<file path="src/rtl/core/sqgd_pkg.sv">
// Shared types, constants and item layouts for the squelch gate delay block.
package sqgd_pkg;

    // Gate delay store geometry.
    localparam int DELAY_DEPTH = 32768;
    localparam int DELAY_AW    = (DELAY_DEPTH > 1) ? $clog2(DELAY_DEPTH) : 1;
    localparam int FILL_W      = $clog2(DELAY_DEPTH + 1);

    // Scope tap length and output block length.
    localparam int SCOPE_DELAY = 10;
    localparam int BLOCK_LEN   = 4096;
    localparam int BLOCK_W     = (BLOCK_LEN > 1) ? $clog2(BLOCK_LEN) : 1;

    // Reset values of the configuration registers.
    localparam logic [31:0] THRESHOLD_RESET = 32'd107374;
    localparam logic [14:0] GATE_RESET      = 15'd0;

    // Configuration register indexes.
    localparam int CFG_IDX_W = 1;
    typedef enum logic [CFG_IDX_W-1:0] {
        REG_POWER_THRESHOLD = 1'b0,
        REG_GATE_SAMPLES    = 1'b1
    } cfg_reg_t;

    // Input item.
    typedef struct packed {
        logic signed [15:0] demod_sample;
        logic        [31:0] power_avg;
    } in_item_t;

    // Result item.
    typedef struct packed {
        logic signed [15:0] gated_sample;
        logic signed [15:0] scope_delayed;
        logic               squelch_open;
        logic               carrier_lost;
        logic               block_last;
    } out_item_t;

    // Control and data carried from the front stage to the memory read stage.
    typedef struct packed {
        logic signed [15:0] wdata;
        logic               open;
        logic               use_mem;
        logic               fwd;
        logic               written;
        logic               lost;
        logic               last;
    } stage_t;

    // Write and read request to the gate delay store.
    typedef struct packed {
        logic                wr_en;
        logic [DELAY_AW-1:0] wr_addr;
        logic [15:0]         wr_data;
        logic                rd_en;
        logic [DELAY_AW-1:0] rd_addr;
    } mem_req_t;

endpackage

</file>
<file path="src/rtl/core/sqgd_out.sv">
// Read stage, scope tap line and the output register.
module sqgd_out
    import sqgd_pkg::*;
(
    input  logic        clk,
    input  logic        rst_n,
    input  logic        fire,
    input  stage_t      stage,
    input  logic [15:0] rd_data,
    output logic        in_stall,
    output logic        out_valid,
    input  logic        out_stall,
    output out_item_t   out_data
);

    logic               s1_valid_reg;
    stage_t             s1_reg;
    logic               out_valid_reg;
    out_item_t          out_reg;
    logic signed [15:0] scope_reg [SCOPE_DELAY];
    logic               adv;
    logic               move;
    logic signed [15:0] gated;

    // Stage handshake: the read stage drains into the output register.
    always_comb
    begin
        adv      = !out_valid_reg || !out_stall;
        move     = s1_valid_reg && adv;
        in_stall = s1_valid_reg && !adv;
    end

    // Pick the gated sample: stored entry, forwarded write or current sample.
    always_comb
    begin
        if (!s1_reg.open)
        begin
            gated = 16'sd0;
        end
        else if (s1_reg.use_mem && !s1_reg.fwd)
        begin
            gated = s1_reg.written ? $signed(rd_data) : 16'sd0;
        end
        else
        begin
            gated = s1_reg.wdata;
        end
    end

    // Valid flags of the two stages.
    always_ff @(posedge clk or negedge rst_n)
    begin
        if (!rst_n)
        begin
            s1_valid_reg  <= 1'b0;
            out_valid_reg <= 1'b0;
        end
        else
        begin
            s1_valid_reg  <= fire || (s1_valid_reg && !adv);
            out_valid_reg <= move || (out_valid_reg && out_stall);
        end
    end

    // Read stage payload.
    always_ff @(posedge clk)
    begin
        if (fire)
        begin
            s1_reg <= stage;
        end
    end

    // Output payload.
    always_ff @(posedge clk)
    begin
        if (move)
        begin
            out_reg.gated_sample  <= gated;
            out_reg.scope_delayed <= scope_reg[SCOPE_DELAY-1];
            out_reg.squelch_open  <= s1_reg.open;
            out_reg.carrier_lost  <= s1_reg.lost;
            out_reg.block_last    <= s1_reg.last;
        end
    end

    // Scope tap line shifts once per delivered item.
    always_ff @(posedge clk or negedge rst_n)
    begin
        if (!rst_n)
        begin
            for (int i = 0; i < SCOPE_DELAY; i++)
            begin
                scope_reg[i] <= 16'sd0;
            end
        end
        else if (move)
        begin
            scope_reg[0] <= gated;
            for (int i = 1; i < SCOPE_DELAY; i++)
            begin
                scope_reg[i] <= scope_reg[i-1];
            end
        end
    end

    assign out_valid = out_valid_reg;
    assign out_data  = out_reg;

endmodule

</file>
<file path="config.mk">
export PLATFORM = sky130hd
export DESIGN_NAME = sqgd_out
export DESIGN_NICKNAME = d
export VERILOG_FILES = /design/src/rtl/core/sqgd_pkg.sv /design/src/rtl/core/sqgd_out.sv
export SDC_FILE = /design/constraint.sdc
export NUM_CORES = 1
export LEC_CHECK = 0
export ABC_AREA = 1
export BUFFER_PORTS_ARGS = -buffer_cell sky130_fd_sc_hd__buf_2
export CORE_ASPECT_RATIO = 2
export CORE_MARGIN = 5
export CORE_UTILIZATION = 50
export CTS_BUF_LIST = sky130_fd_sc_hd__clkbuf_2 sky130_fd_sc_hd__clkbuf_4 sky130_fd_sc_hd__clkbuf_8
export DETAILED_ROUTE_END_ITERATION = 8
export PLACE_DENSITY_LB_ADDON = 0.1
export SYNTH_ARGS = -nofsm -noshare
export SYNTH_HDL_FRONTEND = slang
export SYNTH_SLANG_ARGS = --single-unit
</file>
<file path="constraint.sdc">
create_clock -name clk -period 1.5 [get_ports clk]
set_input_delay 0.225 -clock clk [delete_from_list [all_inputs] [get_ports clk]]
set_output_delay 0.225 -clock clk [all_outputs]
set_load 0.01 [all_outputs]
</file>
==> flow_summary.ini <==
[outcome]
status = finished, final reports clean

[timing]
fin_crit_sh = 0.9724
fmax_mhz = 685.6
relSlewSlack = 0.6784
slew_viol_final = 0
period_needed_ns = 1.459
holdWs_ns = 0.09259
tns_ns = 0
hold_viol = 0
worst_pin_slew_ns = 0.4825
grt_setup_unrepaired = yes
layout_setup_ws_ns = 0.04138
setup_viol = 0
fin_skew_ns = 0.01376

[cts]
cts_tree = built
numCtsBuffers = 29
clk_pin_slew_ns = 0.07
clock_path_buffers = 3
clock_latency_ns = 0.54
cts_root_buf = clkbuf_8
cts_sinks = 219
htree_levels = 1

[global_routing]
grt_pass1_wl_mm = 24.25
grt-ovfl-total = 0
antenna_found_initial = 0
grt_pass1_vias = 5722
grtUsageTotal = 0.1516
grt_max_degree = 72

[placed_design]
numPortBuffers = 78
place_congestion = 0.7865
pre_cts_slack_ns = 0.1355
dp_hpwl_mm = 8.692
dpl_cell_area_um2 = 8837
dp_cells = 1055

[setup_path]
startpoint = out_valid
critPathCapture = in_stall
startpoint_type = register
slowest_delay_ns = 0.37
cp_top_family = flip-flops
rr_worst_depth = 4
crit_chain = nand2_2, nor2_4, buf_6
slowest_stage = dfrtp_1
endpoint_kind = output pin
r2r_end = out_data[30]
crit_fanout = 3
r2r-start = out_valid
crit_required_ns = 1.27
critical_path_arrival_ns = 1.23
critPathBufInv = 1
ff2ff_setup_slack_ns = 0.10
critical_path_class = register to output pin
critical_path_depth = 3

[job]
maxCapViolations = 0

[final_layout]
largest_reg_flops = 160
fin_nets = 950
syn2layout_area_growth_pct = 18.35
postLayoutCellArea_um2 = 9708
drive_gt1_frac = 0.1624
antenna_cells = 0
fin_cells = 1134
final_util = 0.5998

[logic_synthesis]
yosysUniqueCellTypes = 21
synth_area_um2 = 8203
ys_seq_area_frac = 0.7029
synth.avg_cell_area_um2 = 10.25
ys_ff_latch = 219
synthesis.nets = 842
syn_inst = 800
yosysWarnings = 0

[detailed_routing]
dr.pass1.iters = 4
wirelength_mm = 13.92
via_count = 5392
via_per_inst = 4.755
drtAntennaViolNets = 0
drt-initial-drc-count = 255
wl_per_cell_um = 12.28
post-route-drc-count = 0

[floorplanning]
coreArea_um2 = 16190
start_util = 0.5068
dieArea_um2 = 19220
die_w_um = 100.6
fp.dieH_um = 191.1
io-pin-count = 79
rows = 66

[power_and_ir_drop]
p_leak_nw = 4.808
power_density_nw_per_um2 = 1469
ir_worst_vdd_mv = 0.8638
power_mw = 14.26

[worst_hold_path]
min_path_type = input port to asynchronous set/reset pin
-- how the worst min path moves through the flow --
stage,startpoint,endpoint,slack [ns],depth (start not counted)
after floorplan,rst_n,out_valid,-0.07,0
after global placement,rst_n,scope_reg[3],0.07,1
after detailed placement,rst_n,scope_reg[3],0.08,1
after CTS,rst_n,scope_reg[38],0.06,2
after global routing,rst_n,scope_reg[38],0.08,2
final,rst_n,scope_reg[38],0.09,2
-- final cells by class --
cell class	instances	area, um2
Multi-Input combinational cell	471	1958
Timing Repair Buffer	118	888.4
Tap cell	204	255.2
Inverter	69	264.0
Clock inverter	9	40.04
Fill cell	1459	6477
Sequential cell	219	5766
Clock buffer	44	536.8
-- worst reg2reg max path, stage by stage, from the launching register on --
cell and delay, ns:
dfrtp_1 0.40, nand2_2 0.14, nand2_4 0.09, inv_6 0.19, buf_4 0.29
-- where the power goes --
group | leakage [nW] | internal, mW | switching, mW
sequential | 2.69 | 7.45 | 0.548
combinational | 1.80 | 0.777 | 1.16
clock | 0.314 | 2.28 | 2.05
-- synth_stat cells --
master,instances,area [um2]
nand2_1,337,1265
dfrtp_1,162,4054
o21ai_0,87,435.4
inv_1,67,251.5
edfxtp_1,57,1712
buf_2,20,100.1
a21oi_1,16,80.08
nand3_1,16,80.08
buf_4,10,75.07
o21ai_1,9,45.04
clkbuf_1,8,30.03
nand2_2,2,12.51
buf_1,1,3.750
buf_6,1,11.26
clkbuf_2,1,5.000
inv_2,1,3.750
inv_4,1,6.260
nand2_4,1,11.26
nor2_1,1,3.750
nor2_4,1,11.26
or2_2,1,6.260
-- cells in the final DEF (no fill, tap or decap), types with 5 or more instances in the layout --
cell type and n:
nand2_1 337, dfrtp_1 162, o21ai_0 87, buf_2 76
inv_1 67, edfxtp_1 57, clkbuf_8 33, dlygate4sd3_1 24
a21oi_1 16, nand3_1 16, clkbuf_4 11, o21ai_1 9
buf_12 7, buf_4 7, clkinv_2 5
-- repair_timing --
action	4_1_cts	5_1_grt
setup endpoints to repair	1	3
pin swaps	1	1
buffers inserted	1	0
cloned	0	1
gates resized for setup	1	3
hold buffers	24	0
endpoints found under the hold margin	185	0
-- layer usage --
metal	part of all wire	global-route usage	routed length (um)	vias up
met5	0	0	0	-
met2	0.52	0.2799	7247	104
met4	0.030	0.06487	418	0
li1	-	-	-	2722
met1	0.40	0.1675	5563	2530
met3	0.050	0.02630	694	36
-- cell families after synthesis --
family | share of synthesized area
buffers and inverters | 0.05933
and+or+nand+nor | 0.1695
AOI/OAI and AO/OA | 0.06833
DFF | 0.7029
Note: power is estimated with default switching activity, not from simulation.
