### src/rtl/core/sqgd_pkg.sv
// Shared types, constants and item layouts for the squelch gate delay block.
package sqgd_pkg;

    // Gate delay store geometry.
    localparam int DELAY_DEPTH = 32768;
    localparam int DELAY_AW    = (DELAY_DEPTH > 1) ? $clog2(DELAY_DEPTH) : 1;
    localparam int FILL_W      = $clog2(DELAY_DEPTH + 1);

    // Scope tap length and output block length.
    localparam int SCOPE_DELAY = 10;
    localparam int BLOCK_LEN   = 4096;
    localparam int BLOCK_W     = (BLOCK_LEN > 1) ? $clog2(BLOCK_LEN) : 1;

    // Reset values of the configuration registers.
    localparam logic [31:0] THRESHOLD_RESET = 32'd107374;
    localparam logic [14:0] GATE_RESET      = 15'd0;

    // Configuration register indexes.
    localparam int CFG_IDX_W = 1;
    typedef enum logic [CFG_IDX_W-1:0] {
        REG_POWER_THRESHOLD = 1'b0,
        REG_GATE_SAMPLES    = 1'b1
    } cfg_reg_t;

    // Input item.
    typedef struct packed {
        logic signed [15:0] demod_sample;
        logic        [31:0] power_avg;
    } in_item_t;

    // Result item.
    typedef struct packed {
        logic signed [15:0] gated_sample;
        logic signed [15:0] scope_delayed;
        logic               squelch_open;
        logic               carrier_lost;
        logic               block_last;
    } out_item_t;

    // Control and data carried from the front stage to the memory read stage.
    typedef struct packed {
        logic signed [15:0] wdata;
        logic               open;
        logic               use_mem;
        logic               fwd;
        logic               written;
        logic               lost;
        logic               last;
    } stage_t;

    // Write and read request to the gate delay store.
    typedef struct packed {
        logic                wr_en;
        logic [DELAY_AW-1:0] wr_addr;
        logic [15:0]         wr_data;
        logic                rd_en;
        logic [DELAY_AW-1:0] rd_addr;
    } mem_req_t;

endpackage

### src/rtl/core/sqgd_ctrl.sv
// Front stage: configuration, power compare, hang counter and delay pointers.
module sqgd_ctrl
    import sqgd_pkg::*;
(
    input  logic                 clk,
    input  logic                 rst_n,
    input  logic                 fire,
    input  in_item_t             item,
    input  logic                 cfg_valid,
    input  logic [CFG_IDX_W-1:0] cfg_index,
    input  logic [31:0]          cfg_data,
    output mem_req_t             mem_req,
    output stage_t               stage
);

    logic [31:0]         thr_reg;
    logic [14:0]         gate_reg;
    logic [15:0]         cnt_reg;
    logic [15:0]         cnt_next;
    logic [DELAY_AW-1:0] wp_reg;
    logic [DELAY_AW-1:0] wp_next;
    logic [FILL_W-1:0]   fill_reg;
    logic [FILL_W-1:0]   fill_next;
    logic                was_open_reg;
    logic [BLOCK_W-1:0]  blk_reg;
    logic [BLOCK_W-1:0]  blk_next;

    logic                high;
    logic                gate_on;
    logic                open;
    logic                last;
    logic [31:0]         back_len;
    logic [31:0]         wpn_ext;
    logic [31:0]         rd_ext;
    logic [DELAY_AW-1:0] rd_addr;
    logic signed [15:0]  wdata;

    // Power compare and the hang counter step.
    always_comb
    begin
        high    = item.power_avg > thr_reg;
        gate_on = gate_reg != 15'd0;
        cnt_next = cnt_reg;
        if (high)
        begin
            if (cnt_reg < {gate_reg, 1'b0})
            begin
                cnt_next = cnt_reg + 16'd1;
            end
        end
        else if (cnt_reg != 16'd0)
        begin
            cnt_next = cnt_reg - 16'd1;
        end
        open  = gate_on ? (cnt_next > {1'b0, gate_reg}) : high;
        wdata = high ? item.demod_sample : 16'sd0;
    end

    // Write pointer, fill count and read address of the delayed entry.
    always_comb
    begin
        wp_next = (32'(wp_reg) == DELAY_DEPTH - 1) ? '0 : wp_reg + DELAY_AW'(1);
        fill_next = (32'(fill_reg) == DELAY_DEPTH) ? fill_reg : fill_reg + FILL_W'(1);
        back_len = (32'(gate_reg) > DELAY_DEPTH) ? 32'(DELAY_DEPTH) : 32'(gate_reg);
        wpn_ext  = 32'(wp_next);
        rd_ext   = (wpn_ext >= back_len) ? (wpn_ext - back_len)
                                         : (wpn_ext + 32'(DELAY_DEPTH) - back_len);
        rd_addr  = rd_ext[DELAY_AW-1:0];
    end

    // Output block position.
    always_comb
    begin
        last     = blk_reg == BLOCK_W'(BLOCK_LEN - 1);
        blk_next = last ? '0 : blk_reg + BLOCK_W'(1);
    end

    // Memory request and the item handed to the read stage.
    always_comb
    begin
        mem_req.wr_en   = fire && gate_on;
        mem_req.wr_addr = wp_reg;
        mem_req.wr_data = wdata;
        mem_req.rd_en   = fire && gate_on;
        mem_req.rd_addr = rd_addr;

        stage.wdata   = wdata;
        stage.open    = open;
        stage.use_mem = gate_on;
        stage.fwd     = rd_addr == wp_reg;
        stage.written = 32'(fill_next) >= back_len;
        stage.lost    = !open && was_open_reg;
        stage.last    = last;
    end

    // Configuration registers and per-item state.
    always_ff @(posedge clk or negedge rst_n)
    begin
        if (!rst_n)
        begin
            thr_reg      <= THRESHOLD_RESET;
            gate_reg     <= GATE_RESET;
            cnt_reg      <= '0;
            wp_reg       <= '0;
            fill_reg     <= '0;
            was_open_reg <= 1'b0;
            blk_reg      <= '0;
        end
        else if (cfg_valid)
        begin
            unique case (cfg_reg_t'(cfg_index))
                REG_POWER_THRESHOLD:
                begin
                    thr_reg <= cfg_data;
                end
                REG_GATE_SAMPLES:
                begin
                    gate_reg <= cfg_data[14:0];
                    cnt_reg  <= '0;
                end
                default:
                begin
                end
            endcase
        end
        else if (fire)
        begin
            if (gate_on)
            begin
                cnt_reg  <= cnt_next;
                wp_reg   <= wp_next;
                fill_reg <= fill_next;
            end
            was_open_reg <= open;
            blk_reg      <= blk_next;
        end
    end

endmodule

### config.mk
export PLATFORM = sky130hd
export DESIGN_NAME = sqgd_ctrl
export DESIGN_NICKNAME = d
export VERILOG_FILES = /design/src/rtl/core/sqgd_pkg.sv /design/src/rtl/core/sqgd_ctrl.sv
export SDC_FILE = /design/constraint.sdc
export NUM_CORES = 1
export LEC_CHECK = 0
export ABC_AREA = 1
export ABC_CLOCK_PERIOD_IN_PS = 6570
export BUFFER_PORTS_ARGS = -buffer_cell sky130_fd_sc_hd__buf_4
export CORE_MARGIN = 2
export CORE_UTILIZATION = 50
export CTS_BUF_LIST = sky130_fd_sc_hd__clkbuf_16
export CTS_CLUSTER_DIAMETER = 40
export DETAILED_ROUTE_END_ITERATION = 8
export GPL_ROUTABILITY_DRIVEN = 0
export GPL_TIMING_DRIVEN = 0
export PLACE_DENSITY = 0.83
export SYNTH_ARGS = -nofsm -noshare
export SYNTH_HDL_FRONTEND = slang
export SYNTH_SLANG_ARGS = --single-unit
### constraint.sdc
create_clock -name clk -period 6.57 [get_ports clk]
set_clock_uncertainty 0.1 [all_clocks]
set_input_delay 0.3285 -clock clk [delete_from_list [all_inputs] [get_ports clk]]
set_output_delay 0.3285 -clock clk [all_outputs]
set_load 0.02 [all_outputs]
==> results of run 1 <==
[metrics by stage]
stage	hold slack (ns)	worst slack, ns	utilization
global route	0.120	1.48	0.613
global placement	0.356	2.33	0.593
CTS	0.101	1.88	0.610
detailed placement	0.371	2.28	0.593
finish	0.107	1.83	0.613
floorplan	-0.0671	2.67	-
[power by group]
group          internal [uW]  total, uW  switching (uW)
combinational            980       2560            1580
clock                    304        580             277
sequential               817        980             163
total                   2100       4120            2020
[repair_timing]
item | in CTS | in global routing
hold buffers | 0 | 1
setup buffers | 0 | 0
endpoints found under the hold margin | 0 | 43
[cells by family after synthesis]
| logic type | count (synthesis) |
|---|---|
| compound gates | 212 |
| xor+xnor | 51 |
| fa+ha+maj | 98 |
| buf+inv | 298 |
| flops | 107 |
| simple gates | 564 |
[layout by cell type (no fill, tap or decap), types with 3 or more instances in the layout]
cell type and instances:
nor4_1 12, buf_2 9, o21a_1 4, a21oi_1 63
xor2_1 44, nand2_2 5, buf_6 6, o22ai_1 3
a211oi_1 4, o22ai_2 10, buf_4 177, clkbuf_1 16
clkbuf_16 9, nor3_1 21, nand4_1 19, o21ai_0 111
dfstp_2 10, clkbuf_2 3, inv_1 238, o21ai_1 3
dfrtp_1 97, ha_1 97, nor2_1 105, nor2_2 6
nand3_1 72, o211ai_1 5, nor3b_1 3, nand2_1 300
xnor2_1 6
[worst register-to-register path, stage by stage (launching register included)]
cell	delay, ns
dfrtp_1	0.39
inv_1	0.30
ha_1	0.32
nand2_1	0.09
nor2_1	0.05
nor3_1	0.12
nand2_1	0.08
nand2_1	0.09
nand2_2	0.13
inv_2	0.14
clkbuf_1	0.31
o21ai_0	0.13
nand2_1	0.09
nand2_1	0.09
inv_1	0.07
ha_1	0.23
a21oi_1	0.16
o21a_1	0.14
o21a_1	0.15
nand2_1	0.06
nand2_1	0.05
nand2_1	0.04
a21oi_1	0.28
nand2_1	0.12
nand3_1	0.08
nand2_1	0.05
[metal layers]
layer	GRT usage	share of wire	vias to the layer above
met3	0.0472	0.080	64
met4	0.115	0.033	0
li1	-	-	4583
met1	0.325	0.41	4246
met2	0.440	0.47	396
met5	0	0	-
[cells in the mapped netlist (2+ instances only)]
library cell and count:
or2_2 2, xnor2_1 6, clkbuf_1 16, o21ai_0 111, buf_2 9, o21ai_1 3, buf_6 5, xor2_1 44
nand2_1 300, a21oi_1 63, clkbuf_2 3, inv_2 2, dfstp_2 10, nand3_1 72, nor4_1 12, a211oi_1 4
nor2_1 105, nand2_4 2, o21a_1 4, nand2_2 5, nor3b_2 2, nand4_1 19, nand3b_1 2, nor3b_1 3
ha_1 97, nand3_2 2, dfrtp_1 97, buf_4 24, inv_1 238, nor3_1 21, o22ai_2 10, o22ai_1 3
o211ai_1 5, o21bai_1 2, nor2_2 6, nor3_2 2, nand4_2 2
[area by class of cell]
type | count | area [um2]
plain buffers | 57 | 357
clock buffers | 9 | 225
clock inverters | 7 | 82.6
fillers | 1601 | 7030
inverters | 241 | 907
multi-input cells | 925 | 5370
flip-flops and latches | 107 | 2690
well taps | 229 | 287
repair buffers | 156 | 1200
[path summary, 6_finish.rpt]
path | from | endpoint | depth (start not counted)
min in group asynchronous | rst_n | thr_reg[29] | 2
setup / recovery | gate_reg[6] | stage[5] | 25
max in group asynchronous | rst_n | thr_reg[3] | 3
hold / removal | cfg_data[24] | thr_reg[24] | 3
setup reg to reg | gate_reg[6] | was_open_reg | 25
hold reg to reg | was_open_reg | was_open_reg | 2
==> flow_metrics.py, run 1 <==
metrics = {
    "cells_and_area": {
        "antenna_cells": 0,
        "finalInstanceArea_mm2": 0.0111,
        "largest_reg_flops": 32,
        "layoutNonFillerInstCount": 1731,
        "area_delta_synth_final_pct": 19.2,
        "nets": 1680,
        "drive_above_1_share": 0.174,
    },
    "yosys": {
        "syn_nets": 1513,
        "syn_area_mm2": 0.00933,
        "ys_seq_area_frac": 0.288,
        "netlist.area_leader.share": 0.260,
        "synth_compound_area_frac": 0.128,
        "syn_inst": 1330,
        "synth_mux_area_frac": 0,
        "synth-simple-area-share": 0.266,
        "yosys.area.top_type": "dfrtp_1",
        "synthArstFlopShare": 1.00,
        "yosys.area_share.adder": 0.132,
        "synth_area_leaders": "dfrtp_1, ha_1, nand2_1",
        "synth_edf_count": 0,
        "yosysWarningCount": 0,
        "synth_top_family_by_area": "simple AND/OR/NAND/NOR gates",
        "synth-xor-area-share": 0.0494,
        "synthFlopType": "dfrtp_1",
        "syn_area_per_cell_um2": 7.01,
        "synth_seq_cells": 107,
        "synthDistinctLibCells": 54,
    },
    "sta": {
        "min_period_ns": 4.74,
        "slew_headroom": 0.579,
        "rsz0062_at_grt": "false",
        "final_hold_viol_count": 0,
        "fmax_mhz": 211,
        "tightest_slew_ns": 0.631,
        "finalMaxSlewViolations": 0,
        "tns_ns": 0,
        "setup_viol": 0,
        "fin_crit_sh": 0.721,
    },
    "setup_path": {
        "critical-path-top-delay-family": "buffers and inverters",
        "worstPathRequired_ns": 6.14,
        "cpMostUsedCell": "nand2_1",
        "critPathArrivalTime_ns": 4.31,
        "max_stage_delay_ns": 0.39,
        "crit_buf_inv": 6,
        "start_kind": "flop",
        "path_max_fanout": 10,
        "crit_type": "flop to output pin",
        "critPathSlowestCell": "dfrtp_1",
        "crit_path_end_kind": "output pin",
        "reg2reg_slack_ns": 2.62,
    },
    "grt": {
        "overflow": 0,
        "antenna_found_initial": 0,
        "grt_max_degree": 108,
        "first_global_vias": 9184,
        "track_usage": 0.260,
        "grt_pass1_wl_um": 41900,
    },
    "pwr": {
        "ir_drop_mv": 0.165,
        "power_uw": 4120,
        "p_per_area_mw_per_mm2": 370,
        "p_leak_uw": 0.00607,
    },
    "clocking": {
        "clkTransAtPathRegs_ns": 0.08,
        "tritoncts": "done",
        "worstSkewPairLatency_ns": 0.36,
        "htreeDepth": 3,
        "root_buffer": "clkbuf_16",
        "cts.sinks": 107,
        "cts_buffers": 9,
        "cts-resized-gates": 0,
        "clockBufferDepth": 2,
    },
    "min_path": {
        "hold_class": "input port to flop",
    },
    "die": {
        "dieWidth_um": 141,
        "rows": 49,
        "ios": 155,
        "dieHeight_um": 141,
        "start_util": 0.514,
        "core_area_mm2": 0.0181,
        "die-area_mm2": 0.0198,
    },
    "route": {
        "postRouteAntennaNets": 0,
        "via_per_inst": 5.37,
        "wl_um": 25500,
        "firstDrtPassIters": 6,
        "drt_iter0_markers": 776,
        "via_count": 9289,
        "drc": 0,
        "wl_per_cell_um": 14.7,
    },
    "outcome": {
        "status": "complete, no violations",
    },
    "flow_run": {
        "cap_violations": 0,
    },
    "placement": {
        "dpl.cell_count": 1713,
        "port_buffers": 154,
        "hpwl_um": 20100,
        "dpl_cell_area_mm2": 0.0108,
    },
}
No activity file was read; power rests on OpenSTA's default activity.
==> inputs of run 2 (changes only) <==
--- a/config.mk
+++ b/config.mk
@@ -5,8 +5,8 @@
 export SDC_FILE = /design/constraint.sdc
 export NUM_CORES = 1
 export LEC_CHECK = 0
-export ABC_AREA = 1
-export ABC_CLOCK_PERIOD_IN_PS = 6570
+export ABC_AREA = 0
+export ABC_CLOCK_PERIOD_IN_PS = 3850
 export BUFFER_PORTS_ARGS = -buffer_cell sky130_fd_sc_hd__buf_4
 export CORE_MARGIN = 2
 export CORE_UTILIZATION = 50
@@ -15,7 +15,7 @@
 export DETAILED_ROUTE_END_ITERATION = 8
 export GPL_ROUTABILITY_DRIVEN = 0
 export GPL_TIMING_DRIVEN = 0
-export PLACE_DENSITY = 0.83
+export PLACE_DENSITY = 0.87
 export SYNTH_ARGS = -nofsm -noshare
 export SYNTH_HDL_FRONTEND = slang
 export SYNTH_SLANG_ARGS = --single-unit
==> constraint.sdc (replaced) <==
create_clock -name clk -period 3.85 [get_ports clk]
set_clock_uncertainty 0.1 [all_clocks]
set_input_delay 0.1925 -clock clk [delete_from_list [all_inputs] [get_ports clk]]
set_output_delay 0.1925 -clock clk [all_outputs]
set_load 0.02 [all_outputs]
==> run 2 against run 1 <==
The flow now finishes with violations (negative setup slack). Wire length grew 11%. Hold slack worse by 0.011 ns. Clock power increased by 66%. First-iteration DRC count is 14% lower. Design area rose by 6.0%. Highest routed layer unchanged.
==> flow_metrics.py, run 2 <==
metrics = {
    "yosys": {
        "synthFlopType": "dfrtp_1",
        "yosysMostFrequentCell": "nand2_1",
        "syn_inst": 993,
        "netlist.area_leader.share": 0.280,
        "synth_seq_cells": 107,
        "synthDistinctLibCells": 68,
        "synthArstFlopShare": 1.00,
        "synth_common_cells": "nand2_1, dfrtp_1, ha_1",
        "yosys.area.top_type": "dfrtp_1",
        "synth_area_leaders": "dfrtp_1, ha_1, xnor2_1",
        "syn_area_per_cell_um2": 8.74,
        "syn_nets": 1176,
        "syn_area_mm2": 0.00868,
        "synth_edf_count": 0,
        "yosysWarningCount": 0,
        "ys_seq_area_frac": 0.310,
    },
    "die": {
        "core_area_mm2": 0.0171,
        "dieWidth_um": 136,
        "ios": 155,
        "dieHeight_um": 136,
        "die-area_mm2": 0.0184,
        "rows": 48,
        "start_util": 0.507,
    },
    "clocking": {
        "clkTransAtPathRegs_ns": 0.07,
        "clockBufferDepth": 2,
        "root_buffer": "clkbuf_16",
        "tritoncts": "done",
        "worstSkewPairLatency_ns": 0.37,
        "htreeDepth": 3,
        "cts.sinks": 107,
        "cts_buffers": 9,
    },
    "route": {
        "via_per_inst": 5.96,
        "wl_um": 28100,
        "via_count": 8736,
        "drc": 0,
        "drt_iter0_markers": 670,
        "wl_per_cell_um": 19.2,
        "postRouteAntennaNets": 0,
        "firstDrtPassIters": 5,
    },
    "cells_and_area": {
        "final_cell_mix": "buf_4, nand2_1, ha_1",
        "nFillCells": 1195,
        "nets": 1418,
        "layoutNonFillerInstCount": 1465,
        "largest_reg_flops": 32,
        "seq_area_mm2": 0.00270,
        "area_delta_synth_final_pct": 35.7,
        "final_common_cell": "buf_4",
        "antenna_cells": 0,
        "drive_above_1_share": 0.304,
        "finalInstanceArea_mm2": 0.0118,
        "multi_input_area_mm2": 0.00595,
    },
    "sta": {
        "slew_headroom": 0.449,
        "worst_slack_ns": -1.51,
        "setup_viol": 10,
        "final_hold_viol_count": 0,
        "fmax_mhz": 187,
        "tns_ns": -7.05,
        "rsz0062_at_grt": "true",
        "tightest_slew_ns": 0.826,
        "min_period_ns": 5.36,
        "finalMaxSlewViolations": 0,
        "fin_crit_sh": 1.39,
    },
    "placement": {
        "place_ws_ns": -1.10,
        "dpl_cell_area_mm2": 0.0103,
        "port_buffers": 154,
        "dpl.cell_count": 1372,
        "hpwl_um": 18000,
    },
    "grt": {
        "track_usage": 0.293,
        "overflow": 0,
        "grt_max_degree": 108,
        "grt_pass1_wl_um": 42300,
        "first_global_vias": 8504,
        "antenna_found_initial": 0,
    },
    "setup_path": {
        "critPathLaunch": "thr_reg[9]",
        "max_stage_delay_ns": 0.57,
        "reg2reg_to": "was_open_reg",
        "start_kind": "flop",
        "reg2regPathDepth": 22,
        "crit_type": "flop to output pin",
        "path_max_fanout": 5,
        "critPathSlowestCell": "or4_4",
        "reg2reg_from": "thr_reg[9]",
        "cp_cell_sequence": "inv_2, ha_4, nand4_1, or4_4, a21oi_4, o31ai_4, a22oi_2, buf_6, buf_4, mux2_4, xor2_1, ha_1, nand4_1, nor3_2, a21boi_2, a211o_1, o221ai_2, nand3b_1, nand3_2, and2_4, buf_6",
        "crit_path_end_kind": "output pin",
        "reg2reg_slack_ns": -1.11,
        "critPathArrivalTime_ns": 5.07,
        "worstPathRequired_ns": 3.56,
    },
    "pwr": {
        "p_per_area_mw_per_mm2": 532,
        "pwr-share-clk": 0.154,
        "ir_drop_mv": 0.326,
        "internal-power_uw": 3560,
        "p_switching_uw": 2710,
        "p_comb_frac": 0.601,
        "p_leak_uw": 0.00565,
        "seqPwrFrac": 0.245,
        "netSwitchingFraction": 0.432,
    },
    "outcome": {
        "status": "complete, but fails checks",
        "violations": "negative setup slack",
    },
    "flow_run": {
        "cap_violations": 0,
    },
    "min_path": {
        "hold_class": "input port to async pin",
    },
}
==> run 2: timing repair <==
item	CTS	global route
hold endpoints to repair	45	99
pin swaps	38	43
buffers inserted	44	12
hold buffers	32	1
setup endpoints to repair	24	36
resized for setup	46	58
gates cloned	2	0
==> run 2: metal layers <==
layer,part of all wire,GRT usage
met1,0.37,0.357
met2,0.50,0.500
met3,0.081,0.0486
met4,0.051,0.148
met5,0,0
==> run 2: worst max-delay path: cells and delay by family (launching register included) <==
kind | cells | cell delay [ns]
AOI/OAI and AO/OA | 6 | 1.08
xor gates and xnor gates | 1 | 0.16
adders and majority gates | 2 | 0.56
buffers and inverters | 4 | 0.46
DFF | 1 | 0.53
muxes | 1 | 0.31
and+or+nand+nor | 7 | 1.58
==> run 2: stage by stage <==
stage | hold slack (ns) | util | total power [uW]
after floorplan | -0.203 | - | 3670
after detailed placement | 0.301 | 0.603 | 4570
after global routing | 0.100 | 0.688 | 6580
after global placement | 0.294 | 0.603 | 4440
final | 0.0961 | 0.688 | 6260
after CTS | 0.102 | 0.669 | 5860
==> run 2: how the worst max path moves through the flow <==
stage               slack, ns  cells after the start  endpoint
floorplan               -0.50                     19  stage[3]
global placement        -0.89                     24  stage[5]
detailed placement      -1.10                     24  stage[5]
CTS                     -1.36                     24  stage[5]
global route            -1.60                     23  stage[1]
finish                  -1.51                     21  stage[1]
==> run 2: cell type report <==
class | instances | area share
Inverter | 61 | 0.0194
Buffer | 54 | 0.0289
Multi-Input combinational cell | 760 | 0.505
Clock inverter | 7 | 0.00595
Sequential cell | 107 | 0.229
Timing Repair Buffer | 242 | 0.169
Tap cell | 225 | 0.0239
Clock buffer | 9 | 0.0191
==> run 2: power groups by stage <==
stage	Combinational, uW	Sequential, uW	Clock [uW]
4_1_cts	3370	1520	963
3_3_place_gp	2900	1540	0
2_1_floorplan	2150	1520	0
6_report	3760	1540	964
3_5_place_dp	3020	1550	0
5_1_grt	4010	1560	1010
==> run 2: cells by family after synthesis <==
family                   share of synthesized area
adder cells (fa/ha/maj)                      0.142
XOR/XNOR                                     0.103
flip-flops                                   0.310
AND/OR/NAND/NOR                              0.203
multiplexers                                0.0454
buffers and inverters                       0.0675
AO/OA/AOI/OAI                                0.129
